==> src/rtl/core/nptt_pkg.sv <==
// shared constants, types and status codes of the port translation table
package nptt_pkg;

    localparam int TABLE_DEPTH       = 256;
    localparam int IDX_W             = (TABLE_DEPTH > 1) ? $clog2(TABLE_DEPTH) : 1;
    localparam int CNT_W             = $clog2(TABLE_DEPTH + 1);
    localparam int IP_W              = 32;
    localparam int PORT_W            = 16;
    localparam int STATUS_W          = 3;
    localparam int FIRST_PUBLIC_PORT = 80 + 1;
    localparam int QUEUE_DEPTH       = 2;
    localparam int QPTR_W            = (QUEUE_DEPTH > 1) ? $clog2(QUEUE_DEPTH) : 1;
    localparam int QCNT_W            = $clog2(QUEUE_DEPTH + 1);
    localparam int HDR_W             = 2 * IP_W + 2 * PORT_W;
    localparam int ENTRY_W           = IP_W + PORT_W;
    localparam int IN_TDATA_W        = ((HDR_W + 7) / 8) * 8;
    localparam int OUT_TDATA_W       = ((HDR_W + STATUS_W + 7) / 8) * 8;
    localparam int OUT_PAD_W         = OUT_TDATA_W - HDR_W - STATUS_W;

    typedef logic [STATUS_W-1:0] t_status;

    localparam t_status ST_IN_HIT   = 3'd0;
    localparam t_status ST_IN_MISS  = 3'd1;
    localparam t_status ST_OUT_HIT  = 3'd2;
    localparam t_status ST_OUT_NEW  = 3'd3;
    localparam t_status ST_FULL     = 3'd4;

    // first member sits in the top bits, so src_ip lands in bits 31:0
    typedef struct packed {
        logic [PORT_W-1:0] dst_port;
        logic [IP_W-1:0]   dst_ip;
        logic [PORT_W-1:0] src_port;
        logic [IP_W-1:0]   src_ip;
    } t_hdr;

    typedef struct packed {
        logic              inbound;
        logic              port_ok;
        logic [PORT_W-1:0] in_idx;
        t_hdr              hdr;
    } t_work;

endpackage

==> src/rtl/core/nptt_front.sv <==
// input stage: takes header words and classifies them as inbound or outbound
module nptt_front (
    input  logic                          i_clk,
    input  logic                          i_rst_n,
    input  logic                          i_valid,
    output logic                          o_ready,
    input  nptt_pkg::t_hdr                i_hdr,
    input  logic [nptt_pkg::IP_W-1:0]     i_public_ip,
    output logic                          o_valid,
    input  logic                          i_ready,
    output nptt_pkg::t_work               o_work
);
    import nptt_pkg::*;

    logic  r_valid;
    t_work r_work;
    t_work n_work;

    assign o_ready = !r_valid || i_ready;
    assign o_valid = r_valid;
    assign o_work  = r_work;

    always_comb begin
        n_work.hdr     = i_hdr;
        n_work.inbound = (i_hdr.dst_ip == i_public_ip);
        n_work.port_ok = (i_hdr.dst_port >= PORT_W'(FIRST_PUBLIC_PORT));
        n_work.in_idx  = i_hdr.dst_port - PORT_W'(FIRST_PUBLIC_PORT);
    end

    always_ff @(posedge i_clk) begin
        if (!i_rst_n) begin
            r_valid <= 1'b0;
        end else if (o_ready) begin
            r_valid <= i_valid;
        end
    end

    always_ff @(posedge i_clk) begin
        if (o_ready && i_valid) begin
            r_work <= n_work;
        end
    end

endmodule

==> config.mk <==
export PLATFORM = sky130hd
export DESIGN_NAME = nptt_front
export DESIGN_NICKNAME = d
export VERILOG_FILES = /design/src/rtl/core/nptt_pkg.sv /design/src/rtl/core/nptt_front.sv
export SDC_FILE = /design/constraint.sdc
export NUM_CORES = 1
export LEC_CHECK = 0
export BUFFER_PORTS_ARGS = -buffer_cell sky130_fd_sc_hd__buf_2
export CAP_MARGIN = 40
export CORE_MARGIN = 2
export CORE_UTILIZATION = 30
export CTS_CLUSTER_SIZE = 30
export DETAILED_ROUTE_END_ITERATION = 7
export GPL_ROUTABILITY_DRIVEN = 0
export PLACE_DENSITY_LB_ADDON = 0.2
export SLEW_MARGIN = 0
export SYNTH_ARGS = -nofsm -noshare
export SYNTH_HDL_FRONTEND = slang
export SYNTH_SLANG_ARGS = --single-unit
==> constraint.sdc <==
create_clock -name i_clk -period 6.4 [get_ports i_clk]
set_clock_uncertainty 0.1 [all_clocks]
set_input_delay 1.92 -clock i_clk [delete_from_list [all_inputs] [get_ports i_clk]]
set_output_delay 1.92 -clock i_clk [all_outputs]
set_load 0.02 [all_outputs]
==> results of run 1 <==
[worst max-delay path: cells and delay by family]
kind                   cells  cell delay (ps)
buffers and inverters      2              260
and+or+nand+nor            1              150
[path summary, 6_finish.rpt]
check / start / to / slack (ps) / cells past startpoint
hold / removal: o_valid / o_valid / 440 / 2
setup reg to reg: o_valid / o_work[110] / 4420 / 4
setup / recovery: i_ready / o_ready / 2050 / 3
hold reg to reg: o_valid / o_valid / 440 / 2
[metrics by stage]
stage,hold WS (ps),power [mW]
floorplan,649.6,1.013
global placement,414.6,1.114
finish,437.4,1.989
detailed placement,440.9,1.118
CTS,451.6,2.025
global route,479.2,2.070
[synthesized netlist by cell type (2+ instances only)]
library cell,count,area share
a31oi_1,2,0.0030
and2_1,2,0.0030
edfxtp_1,114,0.83
ha_1,2,0.0060
inv_1,4,0.0036
nand2_1,4,0.0036
nand2b_1,3,0.0045
nand4_1,2,0.0030
nor2_1,4,0.0036
nor4_1,9,0.014
or3_1,2,0.0030
xnor2_1,6,0.013
xor2_1,39,0.082
[metal layers]
layer,vias up,GRT usage,share of wire
met5,-,0,0
met4,0,0.07399,0.030
met3,20,0.06180,0.10
met1,1277,0.1431,0.38
met2,156,0.2100,0.49
li1,1337,-,-
[sequential cells by signal (all words and copies together), names as in the netlist]
signal   flops
o_work     114
o_valid      1
[cell families (layout without fill, tap and decap cells)]
family	after synthesis	count (layout)
adder cells (fa/ha/maj)	2	2
AO/OA/AOI/OAI	8	8
XOR/XNOR	45	45
AND/OR/NAND/NOR	33	33
buffers and inverters	4	285
flip-flops	115	115
[placed cells by master, fill, tap and decap left out, types with 2 or more instances in the layout]
cell,n
nand2_1,4
clkbuf_16,17
ha_1,2
a31oi_1,2
xnor2_1,6
edfxtp_1,114
nor2_1,4
bufinv_16,2
clkinv_2,3
clkinv_1,2
nand2b_1,3
xor2_1,39
nand4_1,2
or3_1,2
nor4_1,9
clkinvlp_4,5
buf_2,247
inv_1,4
[cell type report]
cell class	count	area share
sequential	115	0.5550
timing repair buffer	249	0.2049
clock inverter	14	0.02218
tap	176	0.03549
multi-input combinational	88	0.1109
inverter	4	0.002420
clock buffer	18	0.06917
[power by group through the flow]
stage / clock network, mW / logic [mW] / registers, mW
2_1_floorplan: 0 / 0.0403 / 0.973
4_1_cts: 0.921 / 0.209 / 0.895
6_report: 0.890 / 0.205 / 0.894
3_3_place_gp: 0 / 0.204 / 0.910
5_1_grt: 0.950 / 0.222 / 0.898
3_5_place_dp: 0 / 0.209 / 0.909
==> metrics, run 1 <==
outcome finished clean; CTS sink cnt 115; Post-synth EDFFs 114; Total GRT Usage 0.1309; Slowest cell on crit path buf_2; critical path's most frequent cell buf_2; PwrDens 320.5 mW/mm2; Synth Area in Simple Gates 0.04801; Compound-Gate Fraction of Synth Area 0.01630; Die Width 121.5 um; largest net degree at the start of global routing 69; area delta synth->final 49.73%; Max transition margin 0.6162; HPWL Detailed 7.740 mm; Final WS setup 2048 ps; final hold viol count 0; Pint 1.528 mW; combinational power share 0.103; vias per cell 4.202; Period minus WS final 4352 ps; RSZ-0062 raised after global routing false; Final TNS setup 0 ps; Crit. End Element output pin; Worst-Skew Late Latency 400 ps; Die Height 121.5 um; # IOs 248; asr flop ratio synth 0; IR drop worst, VDD 0.0001357 V; Seq pwr share 0.449; Synth Area in XOR/XNOR 0.09511; hold crit path type reg2reg; setup bufs post-CTS 0; synth warn 0; Buffers on Ports 247; number of nets in the layout 609; 1st-iter DRT viols 140; DR WL/cell 15.06 um; placed inst area 0.005638 mm2; Clk network pwr share 0.447; clk root buf clkbuf_16; P_sw 0.4605 mW; syn_nets 341; Distinct cells, synth 27; Register Area 0.003443 mm2; router iterations before antenna repair 6; Sw Ratio 0.2316; Ant. Diodes 0; pre-CTS setup slack 2046 ps; CTS resizes 0; layout cells sized above 1 0.5799; synthesized area 0.004144 mm2; fin crit share 0.6800; cts bufs inserted 17; Initial Util 0.3105; Vias 2790; CP Data Arrival Time 2330 ps; non-filler instance count after layout 664; Synth Area in Adders 0.006039; ys flop type edfxtp_1; clock slew at reported path FFs 50 ps; Cells after DPL 632; Max-Cap Viols 0; first-pass GRT wire length 14.21 mm; Core Rows 42; largest family of logic cells by synthesized area XOR/XNOR gates; antenna violations before repair 0; total grt overflow 0; DRC viols 0; clock tree buffer depth 2; Critical Path RT 4380 ps; Core ar. 0.01335 mm2; Seq cells post-synth 115; number of max-slew violations in the final report 0; die area 0.01477 mm2; area of the multi-input gates 688.2 um2; share of the yosys chip area belonging to registers 0.8309; hold_buf cts 0; Final setup viols 0; largest fanout on the critical path 3; H-tree levels 4; fillers 1246; CP startpoint kind input port; Max Freq 229.8 MHz; CTS tree built; CP Cell Sequence buf_2 -> nand2b_1 -> buf_2; Routed WL 9.997 mm; vias in the first global route 2765; mux share of post-synthesis cell area 0; mean area per synthesized cell 20.02 um2; Post-Synthesis Cells 207; crit path kind in2out; Critical Path Max Stage Delay 170 ps; Final ANT Viol Nets 0; Finished Cell Area 0.006205 mm2; Worst-Margin Slew 567.9 ps; Final Util 0.4648; static leakage 2.645 nW
Note: power is estimated with default switching activity, not from simulation.
==> inputs of run 2 (changes only) <==
- ABC_AREA: not set -> 1
- clock period: 6.4 -> 4.1 ns (I/O delays scaled with it)
==> run 2 against run 1 <==
Net effect:
- worst hold slack improved by 18 ps
- wire length rose by 9.8%
- total power up 66%
- critical path type unchanged
- largest cell class unchanged
==> metrics, run 2 <==
Crit. End Element output pin; Seq cells post-synth 115; Worst-Margin Slew 688.9 ps; non-filler instance count after layout 834; Buffers on Ports 247; R2R depth 2; synth warn 0; Register Area 0.003443 mm2; Post-Synthesis Cells 369; Ant. Diodes 0; Routed WL 10.98 mm; share of the yosys chip area belonging to registers 0.7619; DRC viols 0; Core Rows 44; cts bufs inserted 17; Vias 3481; first-pass GRT wire length 16.35 mm; clock slew at reported path FFs 50 ps; Final TNS setup 0 ps; largest net degree at the start of global routing 44; Final setup viols 0; fillers 1421; DR WL/cell 13.16 um; area delta synth->final 47.29%; mean area per synthesized cell 12.25 um2; Total GRT Usage 0.1351; final hold viol count 0; vias in the first global route 3345; Max Freq 334.9 MHz; router iterations before antenna repair 4; Critical Path RT 2770 ps; hold_buf cts 0; Synth top cells by count edfxtp_1 (114), nand2_1 (103), nor2_1 (60); hold crit path type reg2reg; Distinct cells, synth 20; CTS sink cnt 115; largest fanout on the critical path 2; Synth area leaders edfxtp_1 (76%), nand2_1 (8.6%), nor2_1 (5.0%); IR drop worst, VDD 0.0002402 V; max FFs per register 114; Final ANT Viol Nets 0; Post-synth EDFFs 114; most common cell in the synthesized netlist edfxtp_1; die area 0.01606 mm2; area of the multi-input gates 858.3 um2; Die Height 126.7 um; Max-Cap Viols 0; PwrDens 495.9 mW/mm2; Core ar. 0.01464 mm2; 1st-iter DRT viols 160; # IOs 248; HPWL Detailed 8.427 mm; Worst-Skew Late Latency 400 ps; static leakage 3.179 nW; crit path kind in2out; RSZ-0062 raised after global routing false; layout cells sized above 1 0.4338; hold depth 2; Finished Cell Area 0.006656 mm2; total grt overflow 0; Period minus WS final 2986 ps; number of nets in the layout 771; number of max-slew violations in the final report 0; CTS resizes 0; syn_nets 503; Yosys top cell area share 0.7575; Slowest cell on crit path buf_2; placed inst area 0.006033 mm2; Critical Path Max Stage Delay 160 ps; CP Data Arrival Time 1660 ps; Die Width 126.7 um; pre-CTS setup slack 1109 ps; clock tree buffer depth 2; antenna violations before repair 1; clk root buf clkbuf_16; vias per cell 4.174; fin crit share 0.7283; cell accounting for the most synthesized area edfxtp_1; asr flop ratio synth 0; synthesized area 0.004519 mm2; H-tree levels 4; Initial Util 0.3086; commonest cells after routing, fill and taps aside buf_2 (247), edfxtp_1 (114), nand2_1 (103); Cells after DPL 802; CP startpoint kind input port; outcome finished clean; CP Cell Sequence buf_2 -> inv_1 -> nand2_1 -> buf_2; Final WS setup 1114 ps; setup bufs post-CTS 0; ys flop type edfxtp_1; Max transition margin 0.5397; CTS tree built; critical path's most frequent cell buf_2; commonest non-fill, non-tap cell in the layout buf_2
[run 2: cell types whose count changed in the layout (fill, tap and decap cells not counted), moves of 4 or more]
cell,delta
clkinvlp_4,-4
nor4_1,-9
nor2_1,+56
nand3_1,+6
xor2_1,-29
nand2_1,+99
xnor2_1,-4
inv_1,+53
[run 2: worst paths after layout]
check           from          to  slack (ps)
max          i_ready     o_ready        1110
min          o_valid     o_valid         460
max reg2reg  o_valid  o_work[90]        2340
min reg2reg  o_valid     o_valid         460
[run 2: critical path, delay by kind of cell]
kind / cells / cell delay (ps)
buffers and inverters: 3 / 340
and+or+nand+nor: 1 / 80
[run 2: cells by family after synthesis]
group,share of synthesized area
AO/OA/AOI/OAI,0.006366
flip-flops,0.7619
AND/OR/NAND/NOR,0.1523
adder cells (fa/ha/maj),0.005536
buffers and inverters,0.05066
XOR/XNOR,0.02326
[run 2: metal layers]
metal,track usage,vias to the layer above,wire [um]
li1,-,1735,-
met1,0.1435,1580,4221
met2,0.2350,152,5562
met3,0.05525,14,975
met4,0.06270,0,220
met5,0,-,0
[run 2: stage by stage]
step                utilization  power (mW)  hold WS, ps
global route             0.4545       3.432        502.5
detailed placement       0.4120       1.770        447.9
finish                   0.4545       3.301        455.4
global placement         0.4120       1.764        422.5
floorplan                     -       1.601        664.4
CTS                      0.4545       3.347        458.7
[run 2: final cells by class]
cell class,instances,area share
repair buffers,250,0.1929
multi-input cells,195,0.1289
flip-flops and latches,115,0.5173
clock buffers,20,0.06560
clock inverters,12,0.02801
inverters,58,0.03271
well taps,184,0.03459
[run 2: power breakdown]
part | switching, mW | internal, mW | total [mW]
Sequential | 0.0168 | 1.38 | 1.40
Combinational | 0.221 | 0.124 | 0.344
Clock | 0.492 | 1.07 | 1.56
Total | 0.729 | 2.57 | 3.30
