$ cat config.mk
export PLATFORM = sky130hd
export DESIGN_NAME = nptt_queue
export DESIGN_NICKNAME = d
export VERILOG_FILES = /design/src/rtl/core/nptt_pkg.sv /design/src/rtl/core/nptt_queue.sv
export SDC_FILE = /design/constraint.sdc
export NUM_CORES = 1
export LEC_CHECK = 0
export ABC_AREA = 0
export BUFFER_PORTS_ARGS = -buffer_cell sky130_fd_sc_hd__buf_4
export CAP_MARGIN = 20
export CORE_MARGIN = 4
export CORE_UTILIZATION = 35
export DETAILED_ROUTE_END_ITERATION = 12
export PLACE_DENSITY = 0.56
export SLEW_MARGIN = 10
export SYNTH_ARGS = -nofsm -noshare
export SYNTH_HDL_FRONTEND = slang
export SYNTH_SLANG_ARGS = --single-unit
$ cat constraint.sdc
create_clock -name i_clk -period 8.33 [get_ports i_clk]
set_input_delay 1.2495 -clock i_clk [delete_from_list [all_inputs] [get_ports i_clk]]
set_output_delay 1.2495 -clock i_clk [all_outputs]
set_load 0.05 [all_outputs]
$ cat src/rtl/core/nptt_pkg.sv
// shared constants, types and status codes of the port translation table
package nptt_pkg;

    localparam int TABLE_DEPTH       = 256;
    localparam int IDX_W             = (TABLE_DEPTH > 1) ? $clog2(TABLE_DEPTH) : 1;
    localparam int CNT_W             = $clog2(TABLE_DEPTH + 1);
    localparam int IP_W              = 32;
    localparam int PORT_W            = 16;
    localparam int STATUS_W          = 3;
    localparam int FIRST_PUBLIC_PORT = 80 + 1;
    localparam int QUEUE_DEPTH       = 2;
    localparam int QPTR_W            = (QUEUE_DEPTH > 1) ? $clog2(QUEUE_DEPTH) : 1;
    localparam int QCNT_W            = $clog2(QUEUE_DEPTH + 1);
    localparam int HDR_W             = 2 * IP_W + 2 * PORT_W;
    localparam int ENTRY_W           = IP_W + PORT_W;
    localparam int IN_TDATA_W        = ((HDR_W + 7) / 8) * 8;
    localparam int OUT_TDATA_W       = ((HDR_W + STATUS_W + 7) / 8) * 8;
    localparam int OUT_PAD_W         = OUT_TDATA_W - HDR_W - STATUS_W;

    typedef logic [STATUS_W-1:0] t_status;

    localparam t_status ST_IN_HIT   = 3'd0;
    localparam t_status ST_IN_MISS  = 3'd1;
    localparam t_status ST_OUT_HIT  = 3'd2;
    localparam t_status ST_OUT_NEW  = 3'd3;
    localparam t_status ST_FULL     = 3'd4;

    // first member sits in the top bits, so src_ip lands in bits 31:0
    typedef struct packed {
        logic [PORT_W-1:0] dst_port;
        logic [IP_W-1:0]   dst_ip;
        logic [PORT_W-1:0] src_port;
        logic [IP_W-1:0]   src_ip;
    } t_hdr;

    typedef struct packed {
        logic              inbound;
        logic              port_ok;
        logic [PORT_W-1:0] in_idx;
        t_hdr              hdr;
    } t_work;

endpackage

$ cat src/rtl/core/nptt_queue.sv
// short fifo of classified words between front and back
module nptt_queue (
    input  logic             i_clk,
    input  logic             i_rst_n,
    input  logic             i_push_valid,
    output logic             o_push_ready,
    input  nptt_pkg::t_work  i_push_work,
    output logic             o_pop_valid,
    input  logic             i_pop_ready,
    output nptt_pkg::t_work  o_pop_work
);
    import nptt_pkg::*;

    t_work              r_slot [QUEUE_DEPTH];
    logic [QPTR_W-1:0]  r_wr_ptr;
    logic [QPTR_W-1:0]  r_rd_ptr;
    logic [QCNT_W-1:0]  r_cnt;
    logic               push;
    logic               pop;

    assign o_push_ready = (r_cnt != QCNT_W'(QUEUE_DEPTH));
    assign o_pop_valid  = (r_cnt != '0);
    assign o_pop_work   = r_slot[r_rd_ptr];
    assign push         = i_push_valid && o_push_ready;
    assign pop          = o_pop_valid && i_pop_ready;

    always_ff @(posedge i_clk) begin
        if (!i_rst_n) begin
            r_wr_ptr <= '0;
            r_rd_ptr <= '0;
            r_cnt    <= '0;
        end else begin
            if (push) begin
                r_wr_ptr <= (r_wr_ptr == QPTR_W'(QUEUE_DEPTH - 1)) ? '0 : r_wr_ptr + 1'b1;
            end
            if (pop) begin
                r_rd_ptr <= (r_rd_ptr == QPTR_W'(QUEUE_DEPTH - 1)) ? '0 : r_rd_ptr + 1'b1;
            end
            if (push && !pop) begin
                r_cnt <= r_cnt + 1'b1;
            end else if (pop && !push) begin
                r_cnt <= r_cnt - 1'b1;
            end
        end
    end

    always_ff @(posedge i_clk) begin
        if (push) begin
            r_slot[r_wr_ptr] <= i_push_work;
        end
    end

endmodule

==> qor.csv, run 1 <==
metric,value,unit
post_cts_resize_count,0,
critical_path_most_common_cell,sky130_fd_sc_hd__buf_4,
cp.required,7.08,ns
clockBufferDepth,3,
drtAntennaViolNets,0,
wl_per_cell,18.1,um
port-buffer-count,233,
cts_setup_buffers,0,
nNetsFinal,748,
hpwlAfterDp,11600,um
max_clock_freq,235,MHz
yosysSeqAreaShare,79.7,%
syn_inst,379,
worstPathArrival,3.01,ns
critical_path.cell_chain,buf_4 > mux2_2 > buf_4,
postLayoutCoreUtil,47.3,%
final-hold-violation-count,0,
ys_dominant_reg_cell,sky130_fd_sc_hd__edfxtp_1,
total_wire_length_after_detailed_routing,17600,um
synth.lib_cells_used.distinct,22,
synth-edff-count,228,
cp_slowest_stage_delay,0.98,ns
vias_per_instance,4.51,
syn_to_final_growth,32.4,%
setup_total_negative_slack,0,ns
path_max_fanout,58,
layout.cells.most_common_list,"sky130_fd_sc_hd__buf_4 (236), sky130_fd_sc_hd__edfxtp_1 (228), sky130_fd_sc_hd__mux2_4 (60), sky130_fd_sc_hd__mux2_2 (54), sky130_fd_sc_hd__clkbuf_16 (25)",
core,0.0244,mm^2
dieWidth,166,um
detailed_route_via_count,4370,
most_common_cell_after_layout_fill_and_taps_aside,sky130_fd_sc_hd__buf_4,
max_cap_violations,0,
clock_sink_count,233,
grt_max_degree,64,
tritoncts,done,
post_synth_instance_area,0.00872,mm^2
first_iter_violations,156,
start_kind,flip-flop,
setup_viol,0,
grt_ovf,0,
post_route_cells_drive_above_1_share,59.9,%
clkSlewWorstSetupHoldPaths,0.05,ns
die_area,0.0275,mm^2
cts_root_buf,sky130_fd_sc_hd__clkbuf_16,
clkLatencyLatePin,0.50,ns
slew_headroom,31.8,%
die_h,166,um
transition_at_the_pin_with_the_smallest_max_transition_slack,1.02,ns
irDropWorstVdd,231,uV
first_global_vias,4737,
syn-mean-instance-area,23.0,um^2
hold_path_class,reg -> reg,
first_pass_grt_wire_length,26400,um
antenna_found_initial,0,
post-route-drc-count,0,
htree_depth,1,
start_util,35.7,%
antenna_cells,0,
cts.hold.buffers_added,0,
run_status,completed,
async_flop_share,0,%
drt-pass1-iter-count,4,
skew,0.00848,ns
tritoncts.num_buffers,25,
syn_nets,498,
p_per_area,349,mW/mm^2
place.gp.congestion,0.739,
final.min_clock_period,4.26,ns
boundaryPins,234,
yosysWarnings,0,
power_leakage,0.00436,uW
yosys_register_bits,233,
worstSetupPathType,reg -> out,
total_number_of_placement_rows,57,
global_route.usage.total,12.0,%
grt_setup_unrepaired,no,
timing.final.max_slew_violations,0,
cpMaxStageDelayCell,sky130_fd_sc_hd__dfxtp_4,
final_min_period_over_clock_period,51.1,%
crit_path_end_kind,primary output,
flip-flops by register name, summed over array words and instances, names as in the netlist, named ones only:
signal	cells
r_slot	228
r_cnt	2
r_rd_ptr	1
r_wr_ptr	1
power breakdown:
group	leakage (uW)	total, uW	internal (uW)	switching [uW]
Clock	0.000366	1030	609	419
Sequential	0.00217	1560	1470	88.2
Combinational	0.00182	1450	523	922
synth_stat cells (2+ instances only):
cell	n	area share, %
sky130_fd_sc_hd__edfxtp_1	228	79
sky130_fd_sc_hd__mux2_4	60	10
sky130_fd_sc_hd__mux2_2	54	7.0
sky130_fd_sc_hd__buf_6	7	0.90
sky130_fd_sc_hd__buf_2	5	0.29
sky130_fd_sc_hd__dfxtp_1	5	1.1
sky130_fd_sc_hd__and2_1	4	0.29
sky130_fd_sc_hd__xnor2_1	2	0.20
critical path, delay by kind of cell (launching register included):
kind	cells	cell delay, ns
buffers and inverters	2	1.02
DFF	1	0.98
muxes	1	0.43
per-stage QoR:
| stage | worst slack (ns) | total power (uW) | cell area, um^2 | instances | hold slack (ns) |
|---|---|---|---|---|---|
| final | 4.07 | 4030 | 11500 | 970 | 0.567 |
| after global routing | 3.91 | 4190 | 11500 | 970 | 0.596 |
| after CTS | 3.97 | 4090 | 11500 | 970 | 0.564 |
| after detailed placement | 4.53 | 3050 | 10800 | 926 | 0.553 |
| after global placement | 4.60 | 3030 | 10800 | 926 | 0.530 |
| after floorplan | 3.91 | 2660 | 8720 | 379 | 0.512 |
path summary, 6_finish.rpt:
check	startpoint	end	slack, ns	cells after the start
worst min register to register	r_cnt[1]$_SDFFE_PN0P_	r_cnt[1]$_SDFFE_PN0P_	0.57	2
worst max register to register	r_cnt[0]$_SDFFE_PN0P_	r_slot[1][56]$_DFFE_PP_	5.74	3
worst min-delay path	r_cnt[1]$_SDFFE_PN0P_	r_cnt[1]$_SDFFE_PN0P_	0.57	2
worst max-delay path	flip-flop	o_pop_work[17]	4.07	3
final cells by class:
cell class	instances	area, um^2
Clock buffer	31	648
Timing Repair Buffer	236	1770
Inverter	1	6.26
Clock inverter	13	109
Tap cell	324	405
Fill cell	2127	12800
Multi-Input combinational cell	132	1650
Sequential cell	233	6950
routing by layer:
metal / up-vias / share of wire [%] / wire [um] / GRT usage, %
met4: 0 / 1.7 / 295 / 3.01
met5: - / 0 / 0 / 0
met2: 161 / 49 / 8540 / 20.1
li1: 2006 / - / - / -
met3: 25 / 9.4 / 1660 / 5.00
met1: 2178 / 40 / 7080 / 14.5
kinds of logic after synthesis:
family,count (synthesis),share of synthesized area [%]
simple gates,9,0.746
xor+xnor,3,0.301
flops,233,79.7
buf+inv,14,1.41
mux,114,17.3
fa+ha+maj,1,0.144
compound gates,5,0.402
Note: power is estimated with default switching activity, not from simulation.
==> inputs of run 2 (changes only) <==
--- a/config.mk
+++ b/config.mk
@@ -11,7 +11,7 @@
 export CORE_MARGIN = 4
 export CORE_UTILIZATION = 35
 export DETAILED_ROUTE_END_ITERATION = 12
-export PLACE_DENSITY = 0.56
+export PLACE_DENSITY = 0.58
 export SLEW_MARGIN = 10
 export SYNTH_ARGS = -nofsm -noshare
 export SYNTH_HDL_FRONTEND = slang
==> constraint.sdc (replaced) <==
create_clock -name i_clk -period 3.5 [get_ports i_clk]
set_input_delay 0.525 -clock i_clk [delete_from_list [all_inputs] [get_ports i_clk]]
set_output_delay 0.525 -clock i_clk [all_outputs]
set_load 0.05 [all_outputs]
==> run 2 against run 1 <==
Compared with the run above:
- final cell count increased by 0.41%
- sequential power increased by 130%
- wire length decreased by 2.2%
- non-clock buffer count increased by 3
- flip-flop and latch count unchanged
- core utilization increased by 0.75 points
- clock power increased to 2.7 times the previous value
- die area unchanged
- global-route usage about the same
- sequential share of layout area decreased by 0.94 points
- total power increased by 150%
==> qor.csv, run 2 (synthesis results as in run 1) <==
metric,value,unit
slew_headroom,63.9,%
largest_registers,"r_slot x228, r_cnt x2",
boundaryPins,234,
dieWidth,166,um
detailed_route_via_count,4348,
most_common_cell_after_layout_fill_and_taps_aside,sky130_fd_sc_hd__buf_4,
start_kind,flip-flop,
first_pass_grt_wire_length,26600,um
setup_viol,0,
skew,0.00676,ns
cts_root_buf,sky130_fd_sc_hd__clkbuf_16,
antenna_cells,0,
die_h,166,um
comb_power_share,36.3,%
largest_register_ff_count,228,
total_number_of_placement_rows,57,
cts.hold.buffers_added,0,
preCtsSetupSlack,1.46,ns
crit_path_end_kind,primary output,
drt-pass1-iter-count,4,
timing.final.max_slew_violations,0,
start_util,35.7,%
hold_path_class,in -> reg,
setup_total_negative_slack,0,ns
hpwlAfterDp,11600,um
die_area,0.0275,mm^2
num-fill-cells,2090,
total_wire_length_after_detailed_routing,17200,um
clkSlewWorstSetupHoldPaths,0.06,ns
post_route_cells_drive_above_1_share,60.6,%
power_leakage,0.00444,uW
nNetsFinal,751,
fin_hold_ws,0.208,ns
cts_setup_buffers,0,
syn_to_final_growth,34.5,%
post_cts_resize_count,0,
switching_share,34.3,%
final.min_clock_period,2.38,ns
path_max_fanout,58,
worstSetupPathType,reg -> out,
antenna_found_initial,0,
worstPathArrival,1.85,ns
tritoncts,done,
wl_per_cell,17.6,um
clock_power_share,27.6,%
grt_max_degree,59,
run_status,completed,
grt_setup_unrepaired,no,
clockBufferDepth,3,
drtAntennaViolNets,0,
clkLatencyLatePin,0.50,ns
grt_ovf,0,
first_global_vias,4821,
post_route_worst_setup_slack,1.12,ns
port-buffer-count,233,
place.gp.congestion,0.734,
max_clock_freq,420,MHz
p_per_area,846,mW/mm^2
irDropWorstVdd,464,uV
regMostFlops,r_slot,
max_cap_violations,0,
power.sequential.fraction,36.1,%
power_report.internal_total,6510,uW
clock_sink_count,233,
final_min_period_over_clock_period,68.0,%
layout.cells.most_common_list,"sky130_fd_sc_hd__buf_4 (235), sky130_fd_sc_hd__edfxtp_1 (228), sky130_fd_sc_hd__mux2_4 (60), sky130_fd_sc_hd__mux2_2 (54), sky130_fd_sc_hd__clkbuf_16 (25)",
final-hold-violation-count,0,
global_route.usage.total,11.9,%
power_switching,3400,uW
core,0.0244,mm^2
first_iter_violations,235,
cp.required,2.97,ns
vias_per_instance,4.46,
post-route-drc-count,0,
htree_depth,1,
tritoncts.num_buffers,25,
transition_at_the_pin_with_the_smallest_max_transition_slack,0.542,ns
run 2: cell count changes in the layout (fill, tap and decap cells not counted):
cell	before	now
sky130_fd_sc_hd__buf_12	0	4
sky130_fd_sc_hd__buf_4	236	235
sky130_fd_sc_hd__bufinv_16	2	6
sky130_fd_sc_hd__clkinv_1	7	4
sky130_fd_sc_hd__clkinv_4	0	1
sky130_fd_sc_hd__clkinvlp_4	1	0
run 2: worst max-delay path, cell delays in order (launching register included):
cell and delay [ns]:
sky130_fd_sc_hd__dfxtp_4 0.37, sky130_fd_sc_hd__buf_12 0.33, sky130_fd_sc_hd__mux2_2 0.39, sky130_fd_sc_hd__buf_4 0.19
run 2: cell type report:
type	instances	area, um^2	area share, %
Clock buffer	31	648	5.53
Multi-Input combinational cell	132	1650	14.1
Clock inverter	14	219	1.87
Tap cell	324	405	3.46
Timing Repair Buffer	239	1840	15.7
Inverter	1	6.26	0.0534
Sequential cell	233	6950	59.3
run 2: worst paths after layout:
check / from / end / slack, ns / cells after the start
hold reg to reg: r_cnt[1]$_SDFFE_PN0P_ / r_cnt[1]$_SDFFE_PN0P_ / 0.57 / 2
setup / recovery: flip-flop / o_pop_work[93] / 1.12 / 3
hold / removal: i_push_work[96] / r_slot[0][96]$_DFFE_PP_ / 0.21 / 1
setup reg to reg: r_cnt[0]$_SDFFE_PN0P_ / r_slot[1][50]$_DFFE_PP_ / 1.50 / 3
run 2: metal layers:
layer | track usage, % | vias to the layer above | share of wire [%]
li1 | - | 2011 | -
met2 | 20.2 | 167 | 49
met3 | 4.90 | 26 | 8.6
met1 | 14.5 | 2144 | 40
met5 | 0 | - | 0
met4 | 2.58 | 0 | 1.9
run 2: power by group through the flow:
stage	Sequential (uW)	Clock, uW	Combinational, uW
CTS	3580	2830	3650
global route	3610	2960	3760
global placement	3620	0	3620
detailed placement	3640	0	3650
floorplan	3640	0	2690
finish	3580	2730	3600
run 2: per-stage QoR:
stage / std cells / utilization [%] / area (um^2) / power, uW
finish: 974 / 48.1 / 11700 / 9920
global route: 974 / 48.1 / 11700 / 10300
CTS: 974 / 48.1 / 11700 / 10100
detailed placement: 929 / 44.5 / 10900 / 7290
global placement: 929 / 44.5 / 10900 / 7240
floorplan: 379 / - / 8720 / 6320
==> inputs of run 3 (changes only) <==
--- a/config.mk
+++ b/config.mk
@@ -11,7 +11,7 @@
 export CORE_MARGIN = 4
 export CORE_UTILIZATION = 35
 export DETAILED_ROUTE_END_ITERATION = 12
-export PLACE_DENSITY = 0.58
+export PLACE_DENSITY = 0.56
 export SLEW_MARGIN = 10
 export SYNTH_ARGS = -nofsm -noshare
 export SYNTH_HDL_FRONTEND = slang
==> constraint.sdc (replaced) <==
create_clock -name i_clk -period 2.5 [get_ports i_clk]
set_input_delay 0.375 -clock i_clk [delete_from_list [all_inputs] [get_ports i_clk]]
set_output_delay 0.375 -clock i_clk [all_outputs]
set_load 0.05 [all_outputs]
==> run 3 against run 2 <==
Compared with the run above:
- sequential power up 41%
- final area decreased by 0.27%
- critical path type unchanged
- clock power grew 31%
- largest power group is now registers
- combinational power rose by 41%
- critical endpoint is now o_pop_work[99]
==> qor.csv, run 3 (synthesis results as in run 1) <==
metric,value,unit
switching_share,35.2,%
first_pass_grt_wire_length,26900,um
postLayoutCoreUtil,47.9,%
grt_ovf,0,
htree_depth,1,
die_area,0.0275,mm^2
syn_to_final_growth,34.2,%
largest_registers,"r_slot x228, r_cnt x2",
antenna_found_initial,0,
post-layout-total-power,13700,uW
clkLatencyLatePin,0.51,ns
drtAntennaViolNets,0,
setup_viol,0,
antenna_cells,0,
layout.cells.most_common_list,"sky130_fd_sc_hd__buf_4 (236), sky130_fd_sc_hd__edfxtp_1 (228), sky130_fd_sc_hd__mux2_4 (60), sky130_fd_sc_hd__mux2_2 (54), sky130_fd_sc_hd__clkbuf_16 (27)",
start_util,35.7,%
start_kind,flip-flop,
worstPathArrival,1.89,ns
nNetsFinal,754,
run_status,completed,
clock_power_share,26.1,%
tritoncts.num_buffers,26,
cp.required,2.12,ns
power_report.internal_total,8870,uW
path_max_fanout,29,
p_per_area,1170,mW/mm^2
most_common_cell_after_layout_fill_and_taps_aside,sky130_fd_sc_hd__buf_4,
post-route-drc-count,0,
tritoncts,done,
max_clock_freq,441,MHz
final.min_clock_period,2.27,ns
global_route.usage.total,12.2,%
cts.hold.buffers_added,0,
clock_sink_count,233,
hold_path_class,in -> reg,
cts_root_buf,sky130_fd_sc_hd__clkbuf_16,
drt-pass1-iter-count,4,
place.gp.congestion,0.737,
hpwlAfterDp,11600,um
grt_max_degree,115,
port-buffer-count,233,
dieWidth,166,um
comb_power_share,36.9,%
dp_cells,930,
finalNonFillerCells,978,
power.sequential.fraction,36.9,%
clkSlewWorstSetupHoldPaths,0.06,ns
final-hold-violation-count,0,
irDropWorstVdd,604,uV
grt_setup_unrepaired,no,
core,0.0244,mm^2
wl_per_cell,18.4,um
post_cts_resize_count,0,
die_h,166,um
num-fill-cells,2088,
total_number_of_placement_rows,57,
preCtsSetupSlack,0.584,ns
first_global_vias,4899,
detailed_route_via_count,4368,
slew_headroom,51.6,%
power_switching,4820,uW
boundaryPins,234,
crit_path_end_kind,primary output,
vias_per_instance,4.47,
worstSetupPathType,reg -> out,
max_cap_violations,0,
clockBufferDepth,3,
largest_register_ff_count,228,
first_iter_violations,179,
total_wire_length_after_detailed_routing,18000,um
post_route_cells_drive_above_1_share,60.7,%
regMostFlops,r_slot,
cts_setup_buffers,0,
transition_at_the_pin_with_the_smallest_max_transition_slack,0.727,ns
final_min_period_over_clock_period,90.7,%
power_leakage,0.00443,uW
skew,0.00677,ns
post_route_worst_setup_slack,0.233,ns
timing.final.max_slew_violations,0,
==> run 3: metrics by stage <==
step                hold slack [ns]  instance area [um^2]  TNS (ns)
floorplan                     0.474                  8720    -35.46
global placement              0.531                 10900         0
finish                       0.0434                 11700         0
detailed placement            0.563                 10900         0
CTS                          0.0108                 11700         0
global route                 0.0123                 11700         0
==> run 3: final cells by class <==
| type | count | area (um^2) | share of cell area (%) |
|---|---|---|---|
| inverters | 1 | 7.51 | 0.0642 |
| clock inverters | 13 | 109 | 0.931 |
| clock buffers | 34 | 702 | 6.00 |
| multi-input cells | 132 | 1650 | 14.1 |
| flip-flops and latches | 233 | 6950 | 59.4 |
| well taps | 324 | 405 | 3.47 |
| repair buffers | 241 | 1870 | 16.0 |
==> run 3: power groups by stage <==
stage | Clock, uW | Combinational, uW | Sequential [uW]
3_5_place_dp | 0 | 5080 | 5170
6_report | 3580 | 5060 | 5060
3_3_place_gp | 0 | 5020 | 5150
4_1_cts | 3710 | 5090 | 5090
5_1_grt | 3890 | 5280 | 5100
2_1_floorplan | 0 | 3760 | 5080
==> run 3: worst paths after layout <==
check                         from                        to  slack [ns]  cells past startpoint
max                      flip-flop            o_pop_work[99]        0.23                      3
min               i_push_work[108]  r_slot[0][108]$_DFFE_PP_        0.04                      1
max reg2reg  r_cnt[0]$_SDFFE_PN0P_   r_slot[0][20]$_DFFE_PP_        0.73                      4
min reg2reg  r_cnt[1]$_SDFFE_PN0P_     r_cnt[1]$_SDFFE_PN0P_        0.59                      2
==> run 3: critical path, stage by stage, from the launching register on <==
cell,delay (ns)
sky130_fd_sc_hd__dfxtp_4,0.52
sky130_fd_sc_hd__buf_12,0.29
sky130_fd_sc_hd__mux2_2,0.37
sky130_fd_sc_hd__buf_4,0.19
==> run 3: per-layer routing <==
metal	vias to the layer above	GRT usage, %	routed length [um]
li1	2015	-	-
met1	2172	13.8	6940
met2	162	21.4	8990
met3	19	5.28	1790
met4	0	2.69	242
met5	-	0	0
